--- src/design/pcot_pkg.sv ---
package pcot_pkg;

  localparam int unsigned WindowDepthDef = 12;

  localparam int unsigned CountW = 16;
  localparam int unsigned CfgW   = 4;
  localparam int unsigned CfgIdxW = 1;

  localparam logic [CfgIdxW-1:0] RegRatio   = 1'b0;
  localparam logic [CfgIdxW-1:0] RegReplace = 1'b1;

  localparam logic [CfgW-1:0] RatioReset   = 4'd5;
  localparam logic [CfgW-1:0] ReplaceReset = 4'd3;

  typedef enum logic [1:0] {
    CLS_NORMAL = 2'd0,
    CLS_BIG    = 2'd1,
    CLS_SMALL  = 2'd2
  } cls_e;

endpackage

--- src/design/pcot_ram.sv ---
module pcot_ram #(
  parameter int unsigned Width = 16,
  parameter int unsigned Depth = 12,
  localparam int unsigned AddrW = $clog2(Depth)
) (
  input  logic             clk_i,
  input  logic             we_i,
  input  logic [AddrW-1:0] waddr_i,
  input  logic [Width-1:0] wdata_i,
  input  logic [AddrW-1:0] raddr_i,
  output logic [Width-1:0] rdata_o
);

  logic [Width-1:0] mem_q [Depth];
  logic [Width-1:0] rdata_q;

  always_ff @(posedge clk_i) begin
    if (we_i) begin
      mem_q[waddr_i] <= wdata_i;
    end
    rdata_q <= mem_q[raddr_i];
  end

  assign rdata_o = rdata_q;

endmodule

--- src/design/pulse_count_outlier_tracker_top.sv ---
// channel   | direction | handshake              | payload
// ----------+-----------+------------------------+-------------------------------------
// count in  | input     | in_valid_i / in_stall_o | count_value_i
// result    | output    | out_valid_o / out_stall_i | count_class_o, window_average_o,
//           |           |                        | window_replaced_o
// config    | input     | cfg_we_i               | cfg_idx_i, cfg_wdata_i
//
// each count runs a sweep of the normal window through the ram read port, then a
// restoring divider giving one quotient bit a cycle, then classify and write-back;
// the very first count skips sweep, divider and classify and goes straight to write-back
// reset clears all control and the per-entry valid bits, so both stores read as zero
// a new count is taken while a result still waits; write-back holds until the
// output register is free
module pulse_count_outlier_tracker_top
  import pcot_pkg::*;
#(
  parameter int unsigned WindowDepth = WindowDepthDef
) (
  input  logic                clk_i,
  input  logic                rst_ni,
  input  logic                in_valid_i,
  output logic                in_stall_o,
  input  logic [CountW-1:0]   count_value_i,
  output logic                out_valid_o,
  input  logic                out_stall_i,
  output logic [1:0]          count_class_o,
  output logic [CountW-1:0]   window_average_o,
  output logic                window_replaced_o,
  input  logic                cfg_we_i,
  input  logic [CfgIdxW-1:0]  cfg_idx_i,
  input  logic [CfgW-1:0]     cfg_wdata_i
);

  localparam int unsigned AddrW = $clog2(WindowDepth);
  localparam int unsigned IdxW  = $clog2(WindowDepth + 1);
  localparam int unsigned DivW  = $clog2(WindowDepth + 1);
  localparam int unsigned SumW  = CountW + $clog2(WindowDepth);
  localparam int unsigned StepW = $clog2(SumW);
  localparam int unsigned ProdW = SumW + CfgW;

  typedef enum logic [2:0] {
    ST_IDLE,
    ST_SUM,
    ST_DIV,
    ST_CLASS,
    ST_UPDATE
  } state_e;

  state_e                 state_q;
  logic [CfgW-1:0]        ratio_q, replace_q;
  logic [CountW-1:0]      cnt_q;
  logic                   started_q, first_q;
  logic                   sel_q;
  logic [WindowDepth-1:0] nvld_q, avld_q;
  logic [AddrW-1:0]       nfill_q, afill_q;
  logic                   full_q;
  logic [3:0]             run_q;
  cls_e                   last_q, cls_q;
  logic [IdxW-1:0]        idx_q;
  logic [AddrW-1:0]       rd_idx_q;
  logic [SumW-1:0]        acc_q;
  logic [DivW-1:0]        rem_q, div_q;
  logic [StepW-1:0]       step_q;
  logic [CountW-1:0]      avg_q;
  logic                   out_valid_q, out_repl_q;
  cls_e                   out_cls_q;
  logic [CountW-1:0]      out_avg_q;

  // ram ports
  logic [1:0]        ram_we;
  logic [AddrW-1:0]  ram_waddr [2];
  logic [CountW-1:0] ram_rdata [2];
  logic [CountW-1:0] rdata;

  // divider step
  logic [DivW:0]   div_tmp;
  logic            div_ge;

  // classification
  logic [SumW-1:0]  avg_w;
  logic [ProdW-1:0] prod_c, prod_a, avg_x, cnt_x;
  cls_e             cls_w;

  // write-back decisions
  logic                   commit, is_norm, last_norm, nwe, awe, clr, repl;
  logic [3:0]             run_new;
  logic [AddrW-1:0]       afill_new, nfill_inc, afill_inc;
  logic [WindowDepth-1:0] avld_new;
  logic                   nbank, abank;

  assign nbank = sel_q;
  assign abank = ~sel_q;
  assign rdata = ram_rdata[nbank];

  assign nfill_inc = (nfill_q == AddrW'(WindowDepth - 1)) ? '0 : nfill_q + 1'b1;
  assign afill_inc = (afill_q == AddrW'(WindowDepth - 1)) ? '0 : afill_q + 1'b1;

  always_comb begin
    is_norm   = (cls_q == CLS_NORMAL);
    last_norm = (last_q == CLS_NORMAL);
    nwe       = first_q || (is_norm && last_norm);
    clr       = !first_q && !last_norm && (is_norm || (last_q != cls_q));
    awe       = !first_q && !is_norm && !clr;
    if (first_q) begin
      run_new = run_q;
    end else if (clr) begin
      run_new = '0;
    end else if (is_norm) begin
      run_new = run_q;
    end else begin
      run_new = run_q + 4'd1;
    end
    if (clr) begin
      afill_new = '0;
      avld_new  = '0;
    end else if (awe) begin
      afill_new = afill_inc;
      avld_new  = avld_q | (WindowDepth'(1) << afill_q);
    end else begin
      afill_new = afill_q;
      avld_new  = avld_q;
    end
    repl   = !first_q && !is_norm && (run_new == replace_q);
    commit = (state_q == ST_UPDATE) && (!out_valid_q || !out_stall_i);
  end

  always_comb begin
    for (int b = 0; b < 2; b++) begin
      ram_we[b]    = commit && ((nwe && nbank == 1'(b)) || (awe && abank == 1'(b)));
      ram_waddr[b] = (nbank == 1'(b)) ? nfill_q : afill_q;
    end
  end

  for (genvar b = 0; b < 2; b++) begin : g_bank
    pcot_ram #(
      .Width(CountW),
      .Depth(WindowDepth)
    ) u_ram (
      .clk_i  (clk_i),
      .we_i   (ram_we[b]),
      .waddr_i(ram_waddr[b]),
      .wdata_i(cnt_q),
      .raddr_i(idx_q[AddrW-1:0]),
      .rdata_o(ram_rdata[b])
    );
  end

  assign div_tmp = {rem_q, acc_q[SumW-1]};
  assign div_ge  = (div_tmp >= {1'b0, div_q});

  always_comb begin
    avg_w  = (div_q == '0) ? '0 : acc_q;
    prod_c = ProdW'(ratio_q) * ProdW'(cnt_q);
    prod_a = ProdW'(ratio_q) * ProdW'(avg_w);
    avg_x  = ProdW'(avg_w);
    cnt_x  = ProdW'(cnt_q);
    if (prod_c >= avg_x && cnt_x <= prod_a) begin
      cls_w = CLS_NORMAL;
    end else if (cnt_x > prod_a) begin
      cls_w = CLS_BIG;
    end else begin
      cls_w = CLS_SMALL;
    end
  end

  always_ff @(posedge clk_i or negedge rst_ni) begin
    if (!rst_ni) begin
      state_q     <= ST_IDLE;
      ratio_q     <= RatioReset;
      replace_q   <= ReplaceReset;
      cnt_q       <= '0;
      started_q   <= 1'b0;
      first_q     <= 1'b0;
      sel_q       <= 1'b0;
      nvld_q      <= '0;
      avld_q      <= '0;
      nfill_q     <= '0;
      afill_q     <= '0;
      full_q      <= 1'b0;
      run_q       <= '0;
      last_q      <= CLS_NORMAL;
      cls_q       <= CLS_NORMAL;
      idx_q       <= '0;
      rd_idx_q    <= '0;
      acc_q       <= '0;
      rem_q       <= '0;
      div_q       <= '0;
      step_q      <= '0;
      avg_q       <= '0;
      out_valid_q <= 1'b0;
      out_repl_q  <= 1'b0;
      out_cls_q   <= CLS_NORMAL;
      out_avg_q   <= '0;
    end else begin
      if (cfg_we_i) begin
        case (cfg_idx_i)
          RegRatio:   ratio_q   <= cfg_wdata_i;
          RegReplace: replace_q <= cfg_wdata_i;
          default: ;
        endcase
      end

      if (out_valid_q && !out_stall_i && !commit) begin
        out_valid_q <= 1'b0;
      end

      case (state_q)
        ST_IDLE: begin
          if (in_valid_i) begin
            cnt_q <= count_value_i;
            idx_q <= '0;
            acc_q <= '0;
            if (!started_q) begin
              first_q <= 1'b1;
              cls_q   <= CLS_NORMAL;
              avg_q   <= '0;
              state_q <= ST_UPDATE;
            end else begin
              first_q <= 1'b0;
              state_q <= ST_SUM;
            end
          end
        end
        ST_SUM: begin
          // read data is registered and belongs to the previous address
          rd_idx_q <= idx_q[AddrW-1:0];
          idx_q    <= idx_q + 1'b1;
          if (idx_q != '0 && nvld_q[rd_idx_q]) begin
            acc_q <= acc_q + SumW'(rdata);
          end
          if (idx_q == IdxW'(WindowDepth)) begin
            div_q   <= full_q ? DivW'(WindowDepth) : DivW'(nfill_q);
            rem_q   <= '0;
            step_q  <= '0;
            state_q <= ST_DIV;
          end
        end
        ST_DIV: begin
          rem_q  <= div_ge ? DivW'(div_tmp - {1'b0, div_q}) : div_tmp[DivW-1:0];
          acc_q  <= {acc_q[SumW-2:0], div_ge};
          step_q <= step_q + 1'b1;
          if (step_q == StepW'(SumW - 1)) begin
            state_q <= ST_CLASS;
          end
        end
        ST_CLASS: begin
          avg_q   <= avg_w[CountW-1:0];
          cls_q   <= cls_w;
          state_q <= ST_UPDATE;
        end
        ST_UPDATE: begin
          if (commit) begin
            out_valid_q <= 1'b1;
            out_cls_q   <= cls_q;
            out_avg_q   <= avg_q;
            out_repl_q  <= repl;
            state_q     <= ST_IDLE;
            started_q   <= 1'b1;
            if (nwe) begin
              nvld_q  <= nvld_q | (WindowDepth'(1) << nfill_q);
              nfill_q <= nfill_inc;
              if (nfill_q == AddrW'(WindowDepth - 1)) begin
                full_q <= 1'b1;
              end
            end
            if (repl) begin
              // swap banks: the abnormal store becomes the window, the old window is dropped
              sel_q   <= ~sel_q;
              nvld_q  <= avld_new;
              nfill_q <= afill_new;
              full_q  <= 1'b0;
              avld_q  <= '0;
              afill_q <= '0;
              run_q   <= '0;
              last_q  <= CLS_NORMAL;
            end else begin
              avld_q  <= avld_new;
              afill_q <= afill_new;
              run_q   <= run_new;
              if (!first_q) begin
                last_q <= cls_q;
              end
            end
          end
        end
        default: state_q <= ST_IDLE;
      endcase
    end
  end

  assign in_stall_o        = (state_q != ST_IDLE);
  assign out_valid_o       = out_valid_q;
  assign count_class_o     = out_cls_q;
  assign window_average_o  = out_avg_q;
  assign window_replaced_o = out_repl_q;

endmodule
--- config.mk ---
export PLATFORM = sky130hd
export DESIGN_NAME = pulse_count_outlier_tracker_top
export DESIGN_NICKNAME = d
export VERILOG_FILES = /design/src/design/pcot_pkg.sv /design/src/design/pcot_ram.sv /design/src/design/pulse_count_outlier_tracker_top.sv
export SDC_FILE = /design/constraint.sdc
export NUM_CORES = 1
export LEC_CHECK = 0
export ABC_AREA = 1
export ABC_CLOCK_PERIOD_IN_PS = 7550
export BUFFER_PORTS_ARGS = -buffer_cell sky130_fd_sc_hd__buf_2
export CAP_MARGIN = 30
export CORE_UTILIZATION = 55
export DETAILED_ROUTE_END_ITERATION = 7
export PLACE_DENSITY_LB_ADDON = 0.12
export SLEW_MARGIN = 20
export SYNTH_ARGS = -nofsm -noshare
export SYNTH_HDL_FRONTEND = slang
export SYNTH_SLANG_ARGS = --single-unit
--- constraint.sdc ---
create_clock -name clk_i -period 7.55 [get_ports clk_i]
set_clock_uncertainty 0.1 [all_clocks]
set_input_delay 0.755 -clock clk_i [delete_from_list [all_inputs] [get_ports clk_i]]
set_output_delay 0.755 -clock clk_i [all_outputs]
set_load 0.01 [all_outputs]
==> summary.txt <==
Power
  • Pwr/cell area: 401.6 mW/mm2
  • Final Power: about 13 mW
  • Net Switching: 5.590 mW
  • Pleak: 14.06 nW
  • Max VDD drop: 0.3592 mV
  • Sw Share: 0.4253
  • Clock share of power: 0.231
  • Comb power frac: 0.440
  • Sequential share of power: 0.329
  • Pint: 7.554 mW

Run status
  • Status: finished clean

Global routing
  • GR Overflow Total: 0
  • Initial antenna violation count: 0
  • Total GRT Usage: 0.3019
  • Largest net degree at the start of global routing: 162
  • Global-route wire length before repair: 125.7 mm
  • Vias in the first global route: 21,940

Logic synthesis
  • Post-Syn Nets: between 3,000 and 4,000
  • Syn Std Cell Area: roughly 0.030 mm2
  • Largest cells by area after synthesis: edfxtp_1 (39%), dfrtp_1 (12%), nand2_1 (8.5%)
  • #FFs+latches synth: 564
  • Warnings, synthesis: 0
  • Post-synthesis sequential area ratio: 0.5379
  • Synth Instances: 3,165
  • Synth area leader: edfxtp_1
  • Synth unique cells: 49
  • Top cell type's share of synthesized area: 0.3906
  • Synthesized area per cell: 9.328 um2

Critical path
  • Critical Path End Type: register
  • CP arrival: 6.22 ns
  • Slowest CP cell: fa_1
  • Critical path's largest stage delay: between 0.5 and 0.6 ns
  • Crit path kind: reg -> reg
  • Crit path max fanout: 12
  • Critical Path Start Type: register
  • Worst Path Required: between 7 and 8 ns

STA
  • Slew Viols, Final: 0
  • TNS Setup: 0 ns
  • Final period util: 0.7723
  • Fmax: 171.5 MHz
  • Min Clock Period, post-route: slightly below 6 ns
  • Final hold viol count: 0
  • Worst-Margin Slew: ~1 ns
  • Worst Hold Slack: 0.2643 ns
  • Final WS setup: 1.719 ns
  • Final count of negative-setup-slack endpoints: 0
  • Unrepaired setup endpoints after global routing: false
  • Slew margin rel.: 0.3276

Route
  • Final WL: 80.76 mm
  • DRT Pass-1 Iters: 5
  • WL per Instance: 20.49 um
  • DR vias/cell: 5.750
  • Vias: 22,660
  • Initial DRC Count: 1,977
  • Routed Antenna Nets: 0
  • DR DRC count: 0

CTS
  • Clock Path Buffers: 3
  • Clock sink total: 564
  • Clock transition at path regs: ~0.07 ns
  • Root Driver: clkbuf_16
  • Clk_lat worst skew: 0.62 ns
  • CTS tree: done
  • H-Tree Depth: 2
  • Post_cts resized: 0
  • CTS buffer count: 57

Placement
  • IO buf count: 46
  • Placement Setup Slack: 1.753 ns
  • DP HPWL: roughly 55 mm
  • DP Area: 0.03060 mm2
  • GPL Wtd Cong: ~0.92
  • DP Cell Count: between 3,000 and 4,000

Run
  • Max Cap Viol: 0

Finish
  • Fin util: 0.6203
  • Antenna fix cells: 0
  • Fraction of layout cells with a size suffix above 1: 0.07777
  • Finished Layout Cells: 3,941
  • Fill cells: 4,420
  • Fin area: between 0.03 and 0.04 mm2
  • Area Growth Syn to Fin: 10.84%
  • Nets: ~3,400

Floorplanning
  • DIE AREA: 0.05461 mm2
  • Core area: 0.05276 mm2
  • Die H: ~230 um
  • Die Wd: between 200 and 250 um
  • Row cnt: 84
  • # IOs: 47
  • Initial core utilization: 0.5596

Hold path
  • Worst Hold Class: in -> reg
flip-flops by register name, indices dropped and copies added, names as in the netlist, 5 cells and up:
register,count
acc_q,20
avg_q,16
avld_q,12
cnt_q,16
g_bank.u_ram.mem_q,384
g_bank.u_ram.rdata_o,32
nvld_q,12
step_q,5
window_average_o,16
cell usage after synthesis, drive strengths merged:
library cell,instances
nand2,671
nor3,23
a31o,2
dfrtp,144
a21oi,106
nor4,3
a22oi,6
buf,12
or2,3
inv,375
ha,124
nand4,24
mux2,15
o31ai,3
o211ai,6
a211oi,4
nand3,116
xor2,23
nor2,379
and3,1
nand3b,7
o21a,1
o22ai,128
dfstp,4
edfxtp,384
a21boi,2
o21ai,345
nor3b,2
a311oi,1
a21o,4
fa,66
clkinv,4
dfxtp,32
o32ai,2
xnor2,15
o21bai,6
a31oi,9
clkbuf,113
path summary, 6_finish.rpt:
| check | from | endpoint | slack (ns) | depth (start not counted) |
|---|---|---|---|---|
| setup / recovery | div_q[0] | cls_q[1] | 1.72 | 28 |
| hold / removal | count_value_i[8] | cnt_q[8] | 0.26 | 2 |
| setup reg to reg | div_q[0] | cls_q[1] | 1.72 | 28 |
| hold reg to reg | nvld_q[5] | nvld_q[5] | 0.38 | 2 |
| max in group asynchronous | rst_ni | cnt_q[6] | 5.67 | 3 |
| min in group asynchronous | rst_ni | avld_q[7] | 0.51 | 2 |
layout make-up:
cell class / count / area, um2 / area share
clock buffer: 71 / 1549 / 0.04733
clock inverter: 37 / 504.2 / 0.01541
inverter: 379 / 1430 / 0.04370
multi-input combinational: 2097 / 11750 / 0.3589
sequential: 564 / 15890 / 0.4854
tap: 688 / 860.8 / 0.02630
timing repair buffer: 105 / 749.5 / 0.02290
critical path, delay by kind of cell (launching register included):
kind / cells / cell delay (ns)
buffers and inverters: 6 / 0.67
AOI/OAI and AO/OA: 3 / 0.55
adders and majority gates: 4 / 1.71
and+or+nand+nor: 14 / 2.08
DFF: 1 / 0.41
xor gates and xnor gates: 1 / 0.16
metal layers:
layer	vias to the layer above	track usage	wire (um)
met1	11100	0.4285	35280
met4	0	0.07650	1836
met5	-	0	0
li1	10710	-	-
met2	746	0.4958	38610
met3	104	0.03271	5030
logic make-up after synthesis:
kind of cell,Yosys count,synth area share
muxes,15,0.005721
adders and majority gates,190,0.09730
buffers and inverters,504,0.06501
and+or+nand+nor,1229,0.1676
DFF,564,0.5379
xor gates and xnor gates,38,0.01127
AOI/OAI and AO/OA,625,0.1152
power groups by stage:
stage	Clock, mW	Sequential [mW]	Combinational [mW]
final	3.04	4.32	5.78
after detailed placement	0	4.42	5.64
after floorplan	0	4.29	3.86
after global routing	3.19	4.36	6.47
after CTS	3.08	4.36	5.67
after global placement	0	4.46	5.45
layout by cell type (no fill, tap or decap), drive strengths merged, types with 3 or more instances in the layout:
cell type | netlist | layout
edfxtp | 384 | 384
clkinvlp | 0 | 8
nor3 | 23 | 23
o31ai | 3 | 3
nand2 | 671 | 671
ha | 124 | 124
xnor2 | 15 | 15
o211ai | 6 | 6
nand3b | 7 | 7
nor2 | 379 | 379
fa | 66 | 66
mux2 | 15 | 15
a31oi | 9 | 9
bufinv | 0 | 10
a22oi | 6 | 6
a211oi | 4 | 4
dfstp | 4 | 4
o22ai | 128 | 128
buf | 12 | 104
or2 | 3 | 3
inv | 375 | 378
dfxtp | 32 | 32
clkinv | 4 | 20
dfrtp | 144 | 144
nor4 | 3 | 3
o21bai | 6 | 6
nand3 | 116 | 116
xor2 | 23 | 23
nand4 | 24 | 24
a21o | 4 | 4
o21ai | 345 | 345
clkbuf | 113 | 71
a21oi | 106 | 106
what timing repair did:
action,CTS,global route
hold buffers,0,1
setup buffers,0,0
endpoints found under the hold margin,0,36
No activity file was read; power rests on OpenSTA's default activity.
